===== src/sv/distance_median_slew_ema_filter_defines.svh =====
// ----------------------------------------------------------------------------
// distance filter assertion macros
// concurrent check helpers clocked on clk, disabled while arst_n is low
// ----------------------------------------------------------------------------
`ifndef DISTANCE_MEDIAN_SLEW_EMA_FILTER_DEFINES_SVH
`define DISTANCE_MEDIAN_SLEW_EMA_FILTER_DEFINES_SVH

// consequent must hold in the same cycle
`define DMF_ASSERT_SAME(label, ante, cons) \
	label: assert property (@(posedge clk) disable iff (!arst_n) (ante) |-> (cons)) \
		else $error("%m: same-cycle check failed");

// consequent must hold in the following cycle
`define DMF_ASSERT_NEXT(label, ante, cons) \
	label: assert property (@(posedge clk) disable iff (!arst_n) (ante) |=> (cons)) \
		else $error("%m: next-cycle check failed");

`endif


===== src/sv/dmf_pkg.sv =====
// ----------------------------------------------------------------------------
// dmf_pkg
// shared types, constants and codes of the distance median/slew/ema filter
// ----------------------------------------------------------------------------
package dmf_pkg;

	// geometry
	localparam int CHANNELS  = 4;
	localparam int WINDOW    = 5;
	localparam int QDEPTH    = 2;

	// field widths
	localparam int DIST_W    = 16;
	localparam int CH_W      = 2;
	localparam int SPIKE_W   = 8;
	localparam int ALPHA_W   = 9;
	localparam int CFG_IDX_W = 3;

	// derived widths
	localparam int CHI_W     = (CHANNELS > 1) ? $clog2(CHANNELS) : 1;
	localparam int WIN_IDX_W = (WINDOW > 1) ? $clog2(WINDOW) : 1;
	localparam int FILL_W    = $clog2(WINDOW + 1);
	localparam int RING_AW   = (CHANNELS * WINDOW > 1) ? $clog2(CHANNELS * WINDOW) : 1;
	localparam int QPTR_W    = (QDEPTH > 1) ? $clog2(QDEPTH) : 1;
	localparam int QCNT_W    = $clog2(QDEPTH + 1);
	localparam int PROD_W    = DIST_W + ALPHA_W;

	localparam logic [SPIKE_W-1:0] SPIKE_MAX = '1;
	localparam logic [ALPHA_W-1:0] ALPHA_ONE = ALPHA_W'(256);
	localparam logic [DIST_W-1:0]  DIST_MAX  = '1;

	// configuration register indexes
	typedef enum logic [CFG_IDX_W-1:0] {
		REG_FAR_LEVEL,
		REG_WARNING_LEVEL,
		REG_SPIKE_CONFIRM,
		REG_MIN_VALID,
		REG_MAX_VALID,
		REG_MAX_STEP,
		REG_ALPHA_Q8
	} cfg_reg_t;

	// result status codes
	typedef enum logic [1:0] {
		ST_OK        = 2'd0,
		ST_BELOW_MIN = 2'd1,
		ST_FAULT     = 2'd2,
		ST_UPSTREAM  = 2'd3
	} status_t;

	// request class decided by the front
	typedef enum logic [1:0] {
		KIND_SAMPLE,
		KIND_PASS,
		KIND_CLEAR
	} kind_t;

	// back sequencer states
	typedef enum logic [2:0] {
		BK_IDLE,
		BK_EVAL,
		BK_READ,
		BK_SLEW,
		BK_MULT,
		BK_DONE
	} back_state_t;

	typedef struct packed {
		logic [DIST_W-1:0]  far_level;
		logic [DIST_W-1:0]  warning_level;
		logic [SPIKE_W-1:0] spike_confirm;
		logic [DIST_W-1:0]  min_valid;
		logic [DIST_W-1:0]  max_valid;
		logic [DIST_W-1:0]  max_step;
		logic [ALPHA_W-1:0] alpha_q8;
	} cfg_t;

	// one classified request in the queue
	typedef struct packed {
		kind_t             kind;
		status_t           pass_status;
		logic [CH_W-1:0]   channel;
		logic [DIST_W-1:0] raw_distance;
		logic              detected_in;
	} item_t;

	// queue status toward front and top
	typedef struct packed {
		logic full;
		logic empty;
	} q_stat_t;

	typedef logic [WINDOW-1:0][DIST_W-1:0] win_vec_t;

endpackage


===== src/sv/dmf_ifs.sv =====
// ----------------------------------------------------------------------------
// dmf interfaces
// sample request, result and configuration write channels
// ----------------------------------------------------------------------------
interface dmf_in_if;
	import dmf_pkg::*;

	logic              valid;
	logic              ready;
	logic              func;
	logic [CH_W-1:0]   channel;
	logic [DIST_W-1:0] raw_distance;
	logic              upstream_ok;
	logic              detected_in;

	modport source (output valid, func, channel, raw_distance, upstream_ok, detected_in,
		input ready);
	modport sink (input valid, func, channel, raw_distance, upstream_ok, detected_in,
		output ready);
endinterface

interface dmf_out_if;
	import dmf_pkg::*;

	logic              valid;
	logic              ready;
	logic [DIST_W-1:0] filtered_distance;
	logic              object_detected;
	logic [1:0]        status;

	modport source (output valid, filtered_distance, object_detected, status, input ready);
	modport sink (input valid, filtered_distance, object_detected, status, output ready);
endinterface

interface dmf_cfg_if;
	import dmf_pkg::*;

	logic                 valid;
	logic                 ready;
	logic [CFG_IDX_W-1:0] index;
	logic [DIST_W-1:0]    data;

	modport source (output valid, index, data, input ready);
	modport sink (input valid, index, data, output ready);
endinterface


===== src/sv/dmf_front.sv =====
// ----------------------------------------------------------------------------
// dmf_front
// accepts sample requests and classifies them for the queue
// ----------------------------------------------------------------------------
module dmf_front (
	dmf_in_if.sink           samples,
	input  dmf_pkg::q_stat_t stat,
	output logic             push,
	output dmf_pkg::item_t   item
);
	import dmf_pkg::*;

	// accept whenever the queue has room
	assign samples.ready = !stat.full;
	assign push          = samples.valid && !stat.full;

	// classify: clear, pass through, or sample for the back
	always_comb begin
		item.channel      = samples.channel;
		item.raw_distance = samples.raw_distance;
		item.detected_in  = samples.detected_in;
		item.pass_status  = ST_OK;
		if (samples.func) begin
			item.kind = KIND_CLEAR;
		end else if (!samples.upstream_ok) begin
			item.kind        = KIND_PASS;
			item.pass_status = ST_UPSTREAM;
		end else if (32'(samples.channel) >= CHANNELS) begin
			item.kind = KIND_PASS;
		end else begin
			item.kind = KIND_SAMPLE;
		end
	end
endmodule


===== src/sv/dmf_queue.sv =====
// ----------------------------------------------------------------------------
// dmf_queue
// short fifo of classified requests between front and back
// ----------------------------------------------------------------------------
module dmf_queue (
	input  logic             clk,
	input  logic             arst_n,
	input  logic             push,
	input  dmf_pkg::item_t   push_item,
	input  logic             pop,
	output dmf_pkg::item_t   head,
	output logic             head_valid,
	output dmf_pkg::q_stat_t stat
);
	import dmf_pkg::*;

	item_t             slots_q [QDEPTH];
	logic [QPTR_W-1:0] wr_ptr_q;
	logic [QPTR_W-1:0] rd_ptr_q;
	logic [QCNT_W-1:0] count_q;
	logic              do_push;
	logic              do_pop;

	assign stat.full  = (32'(count_q) == QDEPTH);
	assign stat.empty = (count_q == '0);
	assign head_valid = !stat.empty;
	assign head       = slots_q[rd_ptr_q];
	assign do_push    = push && !stat.full;
	assign do_pop     = pop && !stat.empty;

	// pointers and fill count
	always_ff @(posedge clk or negedge arst_n) begin
		if (!arst_n) begin
			wr_ptr_q <= '0;
			rd_ptr_q <= '0;
			count_q  <= '0;
		end else begin
			if (do_push) begin
				wr_ptr_q <= (32'(wr_ptr_q) == QDEPTH - 1) ? '0 : wr_ptr_q + 1'b1;
			end
			if (do_pop) begin
				rd_ptr_q <= (32'(rd_ptr_q) == QDEPTH - 1) ? '0 : rd_ptr_q + 1'b1;
			end
			if (do_push && !do_pop) begin
				count_q <= count_q + 1'b1;
			end else if (do_pop && !do_push) begin
				count_q <= count_q - 1'b1;
			end
		end
	end

	// entry storage
	always_ff @(posedge clk) begin
		if (do_push) begin
			slots_q[wr_ptr_q] <= push_item;
		end
	end
endmodule


===== src/sv/dmf_back.sv =====
// ----------------------------------------------------------------------------
// dmf_back
// per-channel screening, sample ring, median, slew limit and ema
// ----------------------------------------------------------------------------
module dmf_back (
	input  logic           clk,
	input  logic           arst_n,
	input  dmf_pkg::cfg_t  cfg,
	input  dmf_pkg::item_t head,
	input  logic           head_valid,
	output logic           pop,
	dmf_out_if.source      results
);
	import dmf_pkg::*;

	// sorted insertion of one value into the valid prefix of cnt entries
	function automatic win_vec_t insert_sorted(win_vec_t arr, logic [FILL_W-1:0] cnt,
		logic [DIST_W-1:0] v);
		win_vec_t res;
		logic     keep;
		logic     prev_keep;
		for (int j = 0; j < WINDOW; j++) begin
			keep = (FILL_W'(j) < cnt) && (arr[j] <= v);
			if (j == 0) begin
				prev_keep = 1'b1;
			end else begin
				prev_keep = (FILL_W'(j - 1) < cnt) && (arr[j-1] <= v);
			end
			if (keep) begin
				res[j] = arr[j];
			end else if (prev_keep) begin
				res[j] = v;
			end else begin
				res[j] = arr[j-1];
			end
		end
		return res;
	endfunction

	back_state_t          state_q;
	back_state_t          state_d;
	item_t                item_q;

	// per-channel bank state
	logic [DIST_W-1:0]    last_q  [CHANNELS];
	logic [CHANNELS-1:0]  have_q;
	logic [SPIKE_W-1:0]   spike_q [CHANNELS];
	logic [FILL_W-1:0]    fill_q  [CHANNELS];
	logic [WIN_IDX_W-1:0] slot_q  [CHANNELS];

	// sample ring memory
	logic [DIST_W-1:0]    ring_mem [CHANNELS * WINDOW];
	logic [DIST_W-1:0]    rd_data_q;
	logic [RING_AW-1:0]   wr_addr;
	logic [RING_AW-1:0]   rd_addr;

	// median datapath
	logic [FILL_W-1:0]    n_q;
	logic [FILL_W-1:0]    rd_idx_q;
	logic [FILL_W-1:0]    ins_cnt_q;
	logic                 rd_pend_q;
	win_vec_t             sorted_q;
	logic [DIST_W-1:0]    cand_q;

	// pending result and output register
	logic [DIST_W-1:0]    res_dist_q;
	logic                 res_det_q;
	status_t              res_st_q;
	logic                 out_valid_q;
	logic [DIST_W-1:0]    out_dist_q;
	logic                 out_det_q;
	status_t              out_st_q;

	logic [CHI_W-1:0]     ch;
	logic [DIST_W-1:0]    cur_last;
	logic                 cur_have;
	logic [SPIKE_W-1:0]   cur_spike;
	logic [FILL_W-1:0]    cur_fill;
	logic [WIN_IDX_W-1:0] cur_slot;

	logic                 near;
	logic [SPIKE_W-1:0]   spike_inc;
	logic [SPIKE_W-1:0]   spike_nxt;
	logic [WIN_IDX_W-1:0] slot_eff;
	logic [WIN_IDX_W-1:0] slot_nxt;
	logic [FILL_W-1:0]    fill_nxt;
	logic                 ev_store;
	logic [DIST_W-1:0]    ev_dist;
	logic                 ev_det;
	status_t              ev_st;

	logic [DIST_W-1:0]    med;
	logic [DIST_W:0]      up_sum;
	logic [DIST_W-1:0]    slew_cand;
	logic [ALPHA_W-1:0]   alpha_sat;
	logic [PROD_W-1:0]    blend;
	logic [DIST_W-1:0]    ema;

	logic                 rd_issue;
	logic                 push_res;
	logic                 ring_we;
	logic                 ins_last;

	assign ch        = CHI_W'(item_q.channel);
	assign cur_last  = last_q[ch];
	assign cur_have  = have_q[ch];
	assign cur_spike = spike_q[ch];
	assign cur_fill  = fill_q[ch];
	assign cur_slot  = slot_q[ch];

	// near spike screening, range screening and ring bookkeeping
	always_comb begin
		near      = cur_have && (cur_last > cfg.far_level)
			&& (item_q.raw_distance < cfg.warning_level);
		spike_inc = (cur_spike == SPIKE_MAX) ? cur_spike : cur_spike + 1'b1;
		spike_nxt = near ? spike_inc : '0;
		slot_eff  = (32'(cur_slot) >= WINDOW) ? '0 : cur_slot;
		slot_nxt  = (32'(slot_eff) == WINDOW - 1) ? '0 : slot_eff + 1'b1;
		fill_nxt  = (32'(cur_fill) < WINDOW) ? cur_fill + 1'b1 : cur_fill;
		ev_store  = 1'b0;
		ev_dist   = item_q.raw_distance;
		ev_det    = item_q.detected_in;
		ev_st     = item_q.pass_status;
		if (item_q.kind == KIND_SAMPLE) begin
			if (near && (spike_inc < cfg.spike_confirm)) begin
				ev_dist = cur_last;
				ev_det  = 1'b1;
				ev_st   = ST_OK;
			end else if (item_q.raw_distance < cfg.min_valid) begin
				ev_dist = cfg.min_valid;
				ev_det  = 1'b1;
				ev_st   = ST_BELOW_MIN;
			end else if (item_q.raw_distance > cfg.max_valid) begin
				ev_dist = cur_have ? cur_last : '0;
				ev_det  = cur_have;
				ev_st   = cur_have ? ST_OK : ST_FAULT;
			end else begin
				ev_store = 1'b1;
			end
		end
	end

	// upper median, slew limit and ema blend
	always_comb begin
		med       = sorted_q[WIN_IDX_W'(n_q >> 1)];
		up_sum    = {1'b0, cur_last} + {1'b0, cfg.max_step};
		slew_cand = med;
		if (cur_have) begin
			if ((med > cur_last) && ((med - cur_last) > cfg.max_step)) begin
				slew_cand = up_sum[DIST_W] ? DIST_MAX : up_sum[DIST_W-1:0];
			end else if ((med < cur_last) && ((cur_last - med) > cfg.max_step)) begin
				slew_cand = cur_last - cfg.max_step;
			end
		end
		alpha_sat = cfg.alpha_q8[ALPHA_W-1] ? ALPHA_ONE : cfg.alpha_q8;
		blend     = PROD_W'(alpha_sat) * PROD_W'(cand_q)
			+ PROD_W'(ALPHA_ONE - alpha_sat) * PROD_W'(cur_last);
		ema       = cur_have ? blend[DIST_W+7:8] : cand_q;
	end

	// ring addresses
	assign wr_addr = RING_AW'(ch) * RING_AW'(WINDOW) + RING_AW'(slot_eff);
	assign rd_addr = RING_AW'(ch) * RING_AW'(WINDOW) + RING_AW'(rd_idx_q);

	// next state
	always_comb begin
		state_d = state_q;
		case (state_q)
			BK_IDLE: begin
				if (head_valid) begin
					state_d = BK_EVAL;
				end
			end
			BK_EVAL: begin
				if (item_q.kind == KIND_CLEAR) begin
					state_d = BK_IDLE;
				end else if (ev_store) begin
					state_d = BK_READ;
				end else begin
					state_d = BK_DONE;
				end
			end
			BK_READ: begin
				if (ins_last) begin
					state_d = BK_SLEW;
				end
			end
			BK_SLEW: state_d = BK_MULT;
			BK_MULT: state_d = BK_DONE;
			BK_DONE: begin
				if (push_res) begin
					state_d = BK_IDLE;
				end
			end
			default: state_d = BK_IDLE;
		endcase
	end

	// control outputs
	always_comb begin
		pop      = (state_q == BK_IDLE) && head_valid;
		rd_issue = (state_q == BK_READ) && (rd_idx_q < n_q);
		ins_last = (state_q == BK_READ) && rd_pend_q && (ins_cnt_q + 1'b1 == n_q);
		push_res = (state_q == BK_DONE) && (!out_valid_q || results.ready);
		ring_we  = (state_q == BK_EVAL) && ev_store;
	end

	// state register, bank state and read sequencing
	always_ff @(posedge clk or negedge arst_n) begin
		if (!arst_n) begin
			state_q     <= BK_IDLE;
			have_q      <= '0;
			rd_idx_q    <= '0;
			ins_cnt_q   <= '0;
			rd_pend_q   <= 1'b0;
			out_valid_q <= 1'b0;
			for (int c = 0; c < CHANNELS; c++) begin
				last_q[c]  <= '0;
				spike_q[c] <= '0;
				fill_q[c]  <= '0;
				slot_q[c]  <= '0;
			end
		end else begin
			state_q <= state_d;
			if (state_q == BK_EVAL) begin
				if (item_q.kind == KIND_CLEAR) begin
					have_q <= '0;
					for (int c = 0; c < CHANNELS; c++) begin
						last_q[c]  <= '0;
						spike_q[c] <= '0;
						fill_q[c]  <= '0;
						slot_q[c]  <= '0;
					end
				end else if (item_q.kind == KIND_SAMPLE) begin
					spike_q[ch] <= spike_nxt;
					if (ev_store) begin
						slot_q[ch] <= slot_nxt;
						fill_q[ch] <= fill_nxt;
					end
				end
				rd_idx_q  <= '0;
				ins_cnt_q <= '0;
				rd_pend_q <= 1'b0;
			end
			if (state_q == BK_READ) begin
				rd_pend_q <= rd_issue;
				if (rd_issue) begin
					rd_idx_q <= rd_idx_q + 1'b1;
				end
				if (rd_pend_q) begin
					ins_cnt_q <= ins_cnt_q + 1'b1;
				end
			end
			if (state_q == BK_MULT) begin
				last_q[ch] <= ema;
				have_q[ch] <= 1'b1;
			end
			if (push_res) begin
				out_valid_q <= 1'b1;
			end else if (results.ready) begin
				out_valid_q <= 1'b0;
			end
		end
	end

	// datapath registers
	always_ff @(posedge clk) begin
		if (pop) begin
			item_q <= head;
		end
		if (state_q == BK_EVAL) begin
			n_q        <= fill_nxt;
			res_dist_q <= ev_dist;
			res_det_q  <= ev_det;
			res_st_q   <= ev_st;
		end
		if ((state_q == BK_READ) && rd_pend_q) begin
			sorted_q <= insert_sorted(sorted_q, ins_cnt_q, rd_data_q);
		end
		if (state_q == BK_SLEW) begin
			cand_q <= slew_cand;
		end
		if (state_q == BK_MULT) begin
			res_dist_q <= ema;
			res_det_q  <= 1'b1;
			res_st_q   <= ST_OK;
		end
		if (push_res) begin
			out_dist_q <= res_dist_q;
			out_det_q  <= res_det_q;
			out_st_q   <= res_st_q;
		end
	end

	// ring memory, one write and one registered read port
	always_ff @(posedge clk) begin
		if (ring_we) begin
			ring_mem[wr_addr] <= item_q.raw_distance;
		end
		if (rd_issue) begin
			rd_data_q <= ring_mem[rd_addr];
		end
	end

	assign results.valid             = out_valid_q;
	assign results.filtered_distance = out_dist_q;
	assign results.object_detected   = out_det_q;
	assign results.status            = out_st_q;
endmodule


===== src/sv/distance_median_slew_ema_filter.sv =====
// ----------------------------------------------------------------------------
// distance_median_slew_ema_filter
// per-channel ranging filter: spike hold, range screen, median, slew, ema
// ----------------------------------------------------------------------------
// usage
//   samples : valid/ready request channel, one raw distance per request with
//             its channel, upstream status and detected flag; func set clears
//             all channel banks and produces no result
//   results : valid/ready channel, one result per process request
//   cfg     : valid/ready write channel, index selects the register; always
//             ready, write only while no request is in flight
// sequencing
//   requests are classified and queued (two entries), then run one at a time
//   in the back sequencer; a stored sample reads the channel's n ring entries,
//   n being its fill count (1..5), through the one-read-per-cycle ring port
//   into the insertion sorter, then passes the slew and ema steps; held,
//   screened and passed requests go straight to the result, a clear yields none
// reset
//   arst_n clears all banks and loads the register defaults; ring contents
//   stay undefined and are never read before written
// stall
//   a result waits in the output register; the back holds its next result
//   and the queue keeps taking requests until full, then samples.ready drops
// ----------------------------------------------------------------------------
`include "distance_median_slew_ema_filter_defines.svh"

module distance_median_slew_ema_filter (
	input logic     clk,
	input logic     arst_n,
	dmf_in_if.sink  samples,
	dmf_out_if.source results,
	dmf_cfg_if.sink cfg
);
	import dmf_pkg::*;

	cfg_t    cfg_q;
	item_t   push_item;
	item_t   head;
	logic    push;
	logic    pop;
	logic    head_valid;
	q_stat_t q_stat;

	// configuration registers
	assign cfg.ready = 1'b1;

	always_ff @(posedge clk or negedge arst_n) begin
		if (!arst_n) begin
			cfg_q.far_level     <= DIST_W'(2240);
			cfg_q.warning_level <= DIST_W'(800);
			cfg_q.spike_confirm <= SPIKE_W'(3);
			cfg_q.min_valid     <= DIST_W'(32);
			cfg_q.max_valid     <= DIST_W'(6400);
			cfg_q.max_step      <= DIST_W'(800);
			cfg_q.alpha_q8      <= ALPHA_W'(77);
		end else if (cfg.valid) begin
			case (cfg_reg_t'(cfg.index))
				REG_FAR_LEVEL:     cfg_q.far_level     <= cfg.data;
				REG_WARNING_LEVEL: cfg_q.warning_level <= cfg.data;
				REG_SPIKE_CONFIRM: cfg_q.spike_confirm <= cfg.data[SPIKE_W-1:0];
				REG_MIN_VALID:     cfg_q.min_valid     <= cfg.data;
				REG_MAX_VALID:     cfg_q.max_valid     <= cfg.data;
				REG_MAX_STEP:      cfg_q.max_step      <= cfg.data;
				REG_ALPHA_Q8:      cfg_q.alpha_q8      <= cfg.data[ALPHA_W-1:0];
				default: ;
			endcase
		end
	end

	// front: accept and classify
	dmf_front u_front (
		.samples (samples),
		.stat    (q_stat),
		.push    (push),
		.item    (push_item)
	);

	// decoupling queue
	dmf_queue u_queue (
		.clk        (clk),
		.arst_n     (arst_n),
		.push       (push),
		.push_item  (push_item),
		.pop        (pop),
		.head       (head),
		.head_valid (head_valid),
		.stat       (q_stat)
	);

	// back: per-channel filtering
	dmf_back u_back (
		.clk        (clk),
		.arst_n     (arst_n),
		.cfg        (cfg_q),
		.head       (head),
		.head_valid (head_valid),
		.pop        (pop),
		.results    (results)
	);

	// checks
	`DMF_ASSERT_SAME(a_full_stalls_front, q_stat.full, !samples.ready)
	`DMF_ASSERT_SAME(a_fault_result_zero, results.valid && (results.status == ST_FAULT), (results.filtered_distance == '0) && !results.object_detected)
	`DMF_ASSERT_SAME(a_below_min_detected, results.valid && (results.status == ST_BELOW_MIN), results.object_detected)
	`DMF_ASSERT_NEXT(a_alpha_write, cfg.valid && cfg.ready && (cfg.index == REG_ALPHA_Q8), cfg_q.alpha_q8 == $past(cfg.data[ALPHA_W-1:0]))
endmodule

===== src/flat_wrapper.sv =====
// flat-port wrapper written by rule: the top's interface ports become plain ports
module distance_median_slew_ema_filter_flat import dmf_pkg::*;
  (clk, arst_n, samples_valid, samples_func, samples_channel, samples_raw_distance, samples_upstream_ok, samples_detected_in, samples_ready, results_valid, results_filtered_distance, results_object_detected, results_status, results_ready, cfg_valid, cfg_index, cfg_data, cfg_ready);
  dmf_in_if samples_i ();
  dmf_out_if results_i ();
  dmf_cfg_if cfg_i ();
  input logic clk;
  input logic arst_n;
  input wire logic [$bits(samples_i.valid)-1:0] samples_valid;
  input wire logic [$bits(samples_i.func)-1:0] samples_func;
  input wire logic [$bits(samples_i.channel)-1:0] samples_channel;
  input wire logic [$bits(samples_i.raw_distance)-1:0] samples_raw_distance;
  input wire logic [$bits(samples_i.upstream_ok)-1:0] samples_upstream_ok;
  input wire logic [$bits(samples_i.detected_in)-1:0] samples_detected_in;
  output wire logic [$bits(samples_i.ready)-1:0] samples_ready;
  output wire logic [$bits(results_i.valid)-1:0] results_valid;
  output wire logic [$bits(results_i.filtered_distance)-1:0] results_filtered_distance;
  output wire logic [$bits(results_i.object_detected)-1:0] results_object_detected;
  output wire logic [$bits(results_i.status)-1:0] results_status;
  input wire logic [$bits(results_i.ready)-1:0] results_ready;
  input wire logic [$bits(cfg_i.valid)-1:0] cfg_valid;
  input wire logic [$bits(cfg_i.index)-1:0] cfg_index;
  input wire logic [$bits(cfg_i.data)-1:0] cfg_data;
  output wire logic [$bits(cfg_i.ready)-1:0] cfg_ready;
  assign samples_i.valid = samples_valid;
  assign samples_i.func = samples_func;
  assign samples_i.channel = samples_channel;
  assign samples_i.raw_distance = samples_raw_distance;
  assign samples_i.upstream_ok = samples_upstream_ok;
  assign samples_i.detected_in = samples_detected_in;
  assign samples_ready = samples_i.ready;
  assign results_valid = results_i.valid;
  assign results_filtered_distance = results_i.filtered_distance;
  assign results_object_detected = results_i.object_detected;
  assign results_status = results_i.status;
  assign results_i.ready = results_ready;
  assign cfg_i.valid = cfg_valid;
  assign cfg_i.index = cfg_index;
  assign cfg_i.data = cfg_data;
  assign cfg_ready = cfg_i.ready;
  distance_median_slew_ema_filter u_core (.clk(clk), .arst_n(arst_n), .samples(samples_i), .results(results_i), .cfg(cfg_i));
endmodule

===== config.mk =====
export PLATFORM = sky130hd
export DESIGN_NAME = distance_median_slew_ema_filter_flat
export DESIGN_NICKNAME = d
export VERILOG_FILES = /design/src/sv/dmf_pkg.sv /design/src/sv/dmf_ifs.sv /design/src/sv/dmf_front.sv /design/src/sv/dmf_queue.sv /design/src/sv/dmf_back.sv /design/src/sv/distance_median_slew_ema_filter.sv /design/src/flat_wrapper.sv
export VERILOG_INCLUDE_DIRS = /design/src /design/src/sv
export SDC_FILE = /design/constraint.sdc
export NUM_CORES = 2
export LEC_CHECK = 0
export ABC_AREA = 1
export BUFFER_PORTS_ARGS = -buffer_cell sky130_fd_sc_hd__clkbuf_2
export CORE_ASPECT_RATIO = 1.2
export CORE_UTILIZATION = 60
export CTS_CLUSTER_SIZE = 25
export DETAILED_ROUTE_END_ITERATION = 8
export GPL_TIMING_DRIVEN = 0
export PLACE_DENSITY = 0.73
export SLEW_MARGIN = 25
export SYNTH_ARGS = -nofsm -noshare
export SYNTH_HDL_FRONTEND = slang
export SYNTH_SLANG_ARGS = --single-unit

===== constraint.sdc =====
create_clock -name clk -period 19.3 [get_ports clk]
set_clock_uncertainty 0.15 [all_clocks]
set_input_delay 3.86 -clock clk [delete_from_list [all_inputs] [get_ports clk]]
set_output_delay 3.86 -clock clk [all_outputs]
set_load 0.02 [all_outputs]

Yosys cells after proc, flatten, opt, wreduce, memory -nomap -nowiden
Memory sizes are Yosys's and may differ from the RTL's. A register that Yosys moved wholly into a read port is not among the register bits.
Cells that the tools add are included.
{"block": "totals", "reg_bits": 357, "ramBits": 366, "in_bits": 45, "out_inout_bits": 22, "word_cells": 277, "n_memories": 2}
{"memory": "u_core.u_back.ring_mem", "words": 20, "word_bits": 16, "rd": 1, "rd_clocked_by_memory_dff": 1, "write_ports": 1, "line": "dmf_back.sv:52", "rtl": "logic [DIST_W-1:0] ring_mem [CHANNELS * WINDOW];"}
{"memory": "u_core.u_queue.slots_q", "words": 2, "word_bits": 23, "rd": 1, "rd_clocked_by_memory_dff": 1, "write_ports": 1, "line": "dmf_queue.sv:17", "rtl": "item_t slots_q [QDEPTH];"}
{"block": "op_classes", "n_addsub": 17, "n_mul": 3, "order_cmp": 25, "n_eq_ne": 19, "mux": 109, "bitwise": 6, "reduce_logical": 52}
{"op": "$mux W16", "count": 20}
{"op": "$mux W64", "count": 3}
{"op": "$gt A16 B16 Y1", "count": 5}
{"op": "$mux W12", "count": 6}
{"op": "$bmux W16 S2", "count": 2}
{"op": "$bwmux W64", "count": 1}
{"op": "$le A16 B16 Y1", "count": 4}
{"op": "$mux W32", "count": 2}
{"op": "$mux W3", "count": 19}
{"op": "$lt A16 B16 Y1", "count": 3}
{"op": "$sub A16 B16 Y16", "count": 3}
{"op": "$mux W8", "count": 5}
{"op": "$bwmux W32", "count": 1}
{"op": "$demux W16 S2", "count": 1}
{"op": "$mux W1", "count": 25}
{"op": "$add A24 B24 Y24", "count": 1}
{"op": "$bwmux W12", "count": 2}
{"op": "$mul A10 B17 Y24", "count": 1}
{"op": "$mul A9 B16 Y24", "count": 1}
{"op": "$reduce_and A2 Y1", "count": 12}
{"op": "$logic_and A1 B1 Y1", "count": 22}
{"op": "$mux W2", "count": 10}
{"op": "$eq A3 B3 Y1 const B", "count": 6}
{"op": "$pmux W3 S6", "count": 1}
{"op": "42 further kinds", "count": 75}

Logic depth before layout (Yosys ltp)
{"block": "depth", "ltp_word": 13, "ltp_mapped": 38, "mapped_depth_nobuf": 37}

Cells and area by module
From an unflattened synthesis, not the netlist that was laid out.
{"block": "unflattened", "cells_unflattened": 5353, "area_unflattened_um2": 49381.1}
{"module": "dmf_back", "n_inst": 1, "cells_per_inst": 4743, "area_each_um2": 43417.9, "seq_area_each_um2": 17762.0}
{"module": "distance_median_slew_ema_filter", "n_inst": 1, "cells_per_inst": 431, "area_each_um2": 3873.7, "seq_area_each_um2": 2451.1}
{"module": "dmf_queue", "n_inst": 1, "cells_per_inst": 153, "area_each_um2": 1906.8, "seq_area_each_um2": 1481.4}
{"module": "dmf_front", "n_inst": 1, "cells_per_inst": 26, "area_each_um2": 182.7, "seq_area_each_um2": 0.0}

Worst setup path after synthesis
No wires, ideal clock.
{"block": "synth_path", "path_type": "register -> register", "startpoint": "reg u_core.u_back.ch[1] (netlist name)", "endpoint": "reg u_core.u_back.res_dist_q[12], data pin", "setup_ns": 0.258, "arrival_time_ns": 7.072, "t_required_ns": 18.892, "setup_slack_ns": 11.820, "path_stages_with_launch": 32, "n_path_buf": 3, "period_less_slack_ns": 7.480, "path_cell_list": "edfxtp_1 > buf_6 > inv_4 > nor2_4 > clkbuf_1 > a22oi_1 > and2_1 > clkbuf_1 > inv_1 > nand2_1 > fa_1 > fa_1 > inv_1 > fa_1 > fa_1 > fa_1 > fa_1 > inv_1 > fa_1 > inv_1 > ha_1 > a21oi_1 > o21ai_0 > inv_1 > o21ai_0 > a21oi_1 > nand3_1 > nand2_1 > nand2_1 > o21ai_0 > nand2_1 > a21boi_1"}
{"block": "synth_between", "elab_chain_cells": 12, "elab_cells_between_ends": 27, "classes_between": "2 x add/sub; 1 x mul; 2 x order compare; 1 x eq/ne; 17 x mux; 1 x bitwise; 3 x reduce/logical"}
{"element": "parallel branches: the longest is 11 deep, another holds $mul A10 B17 Y24"}
{"element": "$mux W16 *", "line": "dmf_back.sv:283", "rtl": "if (state_q == BK_MULT) begin"}
{"element": "end signal: assignment", "line": "dmf_back.sv:273", "rtl": "res_dist_q <= ev_dist;"}
{"element": "end signal: assignment", "line": "dmf_back.sv:284", "rtl": "res_dist_q <= ema;"}
{"element": "end: declaration", "line": "dmf_back.sv:66", "rtl": "logic [DIST_W-1:0] res_dist_q;"}
Mark *: on every way between the ends. The select of a mux whose other input is x is not followed.
A chain may end at the register's enable or synchronous reset.

Worst setup path in the final report
{"block": "layout_path", "startpoint": "reg u_core.u_back.ch[1] (netlist name)", "endpoint": "reg u_core.u_back.res_dist_q[2], data pin"}
{"block": "layout_between", "elab_chain_cells": 12, "elab_cells_between_ends": 27, "classes_between": "2 x add/sub; 1 x mul; 2 x order compare; 1 x eq/ne; 17 x mux; 1 x bitwise; 3 x reduce/logical"}
{"element": "parallel branches: the longest is 11 deep, another holds $mul A10 B17 Y24"}
{"element": "$mux W16 *", "line": "dmf_back.sv:283"}
Marked as above.

==> results.cfg <==
[status]
outcome = finished clean

[layout]
finalNonFillerCells = 6587
antenna_cells = 0
syn_to_final_growth_pct = 11.2
drive_gt1_share_pct = 7.54
final_nets = 6115

[setup_path]
setup.worst_path.end_class = flop
crit_required_ns = 19.58
crit_path_max_fanout = 11
cp_slowest_cell = inv_1
max_stage_delay_ns = 0.87
cp_common_cell = fa_1
crit_arrival_ns = 10.39
path_class = reg2reg
start_kind = flop

[cts]
path_clk_slew_ns = 0.06
postCtsSetupBuffers = 0
cts.sink_count = 756
clkLatencyLatePin_ns = 0.65
cts_root_buf = clkbuf_16
cts_tree = built
cts_buffers = 77
cts_resized = 0
cts_max_level = 3
hold_buffers = 0
clock_path_buffers = 3

[yosys]
async_reset_ff_share_pct = 31.2
synth_ff_type = edfxtp_1
yosysWarnings = 0
seq_area_frac_synth_pct = 44.1
syn_area_mm2 = 0.0487
ys_types = 69
ys_ff_latch = 756
syn_inst = 5254
syn_avg_cell_area_um2 = 9.28
synth_edf_count = 517

[die]
die_h_um = 314
initial_core_util_pct = 60.6
core_mm2 = 0.0804
fp.dieArea_mm2 = 0.0824
io_pins = 67
row_count = 114
die_w_um = 262

[sta]
final.period_utilization_pct = 52.4
clock.fmax_mhz = 98.9
tns_ns = 0
rsz0062_at_grt = false
holdWs_ns = 0.267
finalSetupViolCount = 0
slew_headroom_pct = 26.6
post-route-min-period_ns = 10.11
slew_viol_final = 0
tightest_slew_ns = 1.09
finalHoldViolations = 0

[detailed_routing]
viasPerCell = 5.95
routedWlPerCell_um = 22.1
drt_iter0_markers = 3936
drc_errors = 0
wirelength_um = 145000
vias = 39200
ant_nets = 0
first_pass_iters = 6

[flow_run]
maxCapViolCount = 0

[placement]
dp_cells = 6445
portBuffers = 65
dp_hpwl_um = 112000
gp_congestion = 1.03

[global_routing]
grt_overflow = 0
antenna_found_initial = 4
grt_pass1_vias = 38800
grt_use_total_pct = 35.6
grt_pass1_wl_um = 222000
grt_max_degree = 86

[min_path]
min_path_type = reg2reg
==> Yosys cell counts (8+ instances only) <==
library cell / number / share of area [%]
nand2_1: 1157 / 8.9
inv_1: 665 / 5.1
edfxtp_1: 517 / 32
nor2_1: 505 / 3.9
o21ai_0: 351 / 3.6
ha_1: 336 / 8.6
fa_1: 254 / 10
a21oi_1: 244 / 2.5
nand3_1: 232 / 2.4
dfrtp_1: 217 / 11
clkbuf_1: 176 / 1.4
o32ai_1: 80 / 1.4
xor2_1: 70 / 1.3
nor3_1: 44 / 0.45
nand4_1: 32 / 0.41
nand2_2: 25 / 0.32
o21ai_2: 24 / 0.43
a22oi_1: 20 / 0.31
dfstp_2: 19 / 1.0
o31ai_1: 18 / 0.28
buf_2: 17 / 0.17
o21ai_1: 17 / 0.17
a31oi_1: 16 / 0.21
a32oi_1: 16 / 0.29
o221ai_1: 16 / 0.29
xnor2_1: 15 / 0.27
buf_1: 14 / 0.11
o21a_1: 13 / 0.20
o22ai_1: 11 / 0.14
clkinv_1: 10 / 0.077
nand2_4: 8 / 0.18
o21bai_1: 8 / 0.12
==> critical path, delay by kind of cell (launching register included) <==
kind,cells,cell delay (ns)
adders and majority gates,8,4.14
AOI/OAI and AO/OA,5,1.62
buffers and inverters,8,2.43
xor gates and xnor gates,1,0.15
and+or+nand+nor,5,0.72
DFF,1,0.67
==> layer usage <==
metal	vias up	GRT usage [%]	wire length [um]
li1	17900	-	-
met1	18900	43.0	53800
met2	1832	60.0	69900
met3	490	6.13	11700
met4	6	21.8	9920
met5	-	0	28
==> cell usage in the layout, fill, tap and decap left out, types with 11 or more instances in the layout <==
master	count
nor3_1	26
nand2_2	27
ha_1	336
nor2_1	498
nand3_1	231
xnor2_1	15
clkbuf_2	66
a22oi_1	20
buf_2	17
clkinv_2	12
buf_6	12
nand4_1	32
o21ai_2	25
conb_1	16
o32ai_1	80
o22ai_1	11
nor3_2	20
clkinv_1	24
fa_1	254
a32oi_1	16
clkbuf_1	190
o21ai_1	16
inv_1	665
buf_1	14
a31oi_1	16
dfrtp_1	217
nand2_1	1155
o21a_1	13
buf_8	25
dfstp_2	19
o21ai_0	351
edfxtp_1	517
xor2_1	70
o31ai_1	18
clkbuf_16	77
buf_4	30
a21oi_1	240
==> worst paths after layout <==
kind	from	end	slack, ns	cells past startpoint
max	u_core.u_back.ch[1]	u_core.u_back.res_dist_q[2]	9.19	27
min	u_core.u_back.res_dist_q[11]	u_core.u_back.results.filtered_distance[11]	0.27	0
max reg2reg	u_core.u_back.ch[1]	u_core.u_back.res_dist_q[2]	9.19	27
min reg2reg	u_core.u_back.res_dist_q[11]	u_core.u_back.results.filtered_distance[11]	0.27	0
max in group asynchronous	arst_n	u_core.cfg_q[0]	14.82	3
min in group asynchronous	arst_n	u_core.u_back.last_q[11]	3.01	1
==> area by class of cell <==
type / count / area (um2)
Clock buffer: 94 / 2000
Fill cell: 6436 / 26200
Clock inverter: 48 / 604
Buffer: 219 / 967
Inverter: 683 / 2570
Multi-Input combinational cell: 3610 / 24000
Timing Repair Buffer: 133 / 1230
Sequential cell: 756 / 21500
Tap cell: 1044 / 1310
==> registers in the layout, indices dropped and copies added, names as in the netlist, 19 cells and up <==
signal	cells
u_core.cfg_q	97
u_core.u_queue.slots_q	42
u_core.u_back.ring_mem	320
u_core.u_back.last_q	64
u_core.u_back.spike_q	32
u_core.u_back.item_q	19
u_core.u_back.sorted_q	64
==> metrics by stage <==
stage | area (um2) | utilization (%) | setup slack [ns]
floorplan | 48800 | - | 11.82
global placement | 50400 | 62.7 | 8.04
CTS | 54200 | 67.4 | 9.38
finish | 54200 | 67.4 | 9.19
global route | 54200 | 67.4 | 8.90
detailed placement | 51600 | 64.1 | 9.45
==> logic make-up (layout without fill, tap and decap cells) <==
kind of cell    after synthesis  after routing  share of synthesized area, %
compound gates              883            883                          10.8
xor+xnor                     85             85                          1.53
flops                       756            756                          44.1
fa+ha+maj                   590            590                          19.1
simple gates               2036           2036                          17.2
buf+inv                     902           1177                          7.25
other cells                   2             16                        0.0154
Power is left out: the tool's default activity adds up to more than one toggle a clock period on the data nets, which glitch-free logic cannot reach.
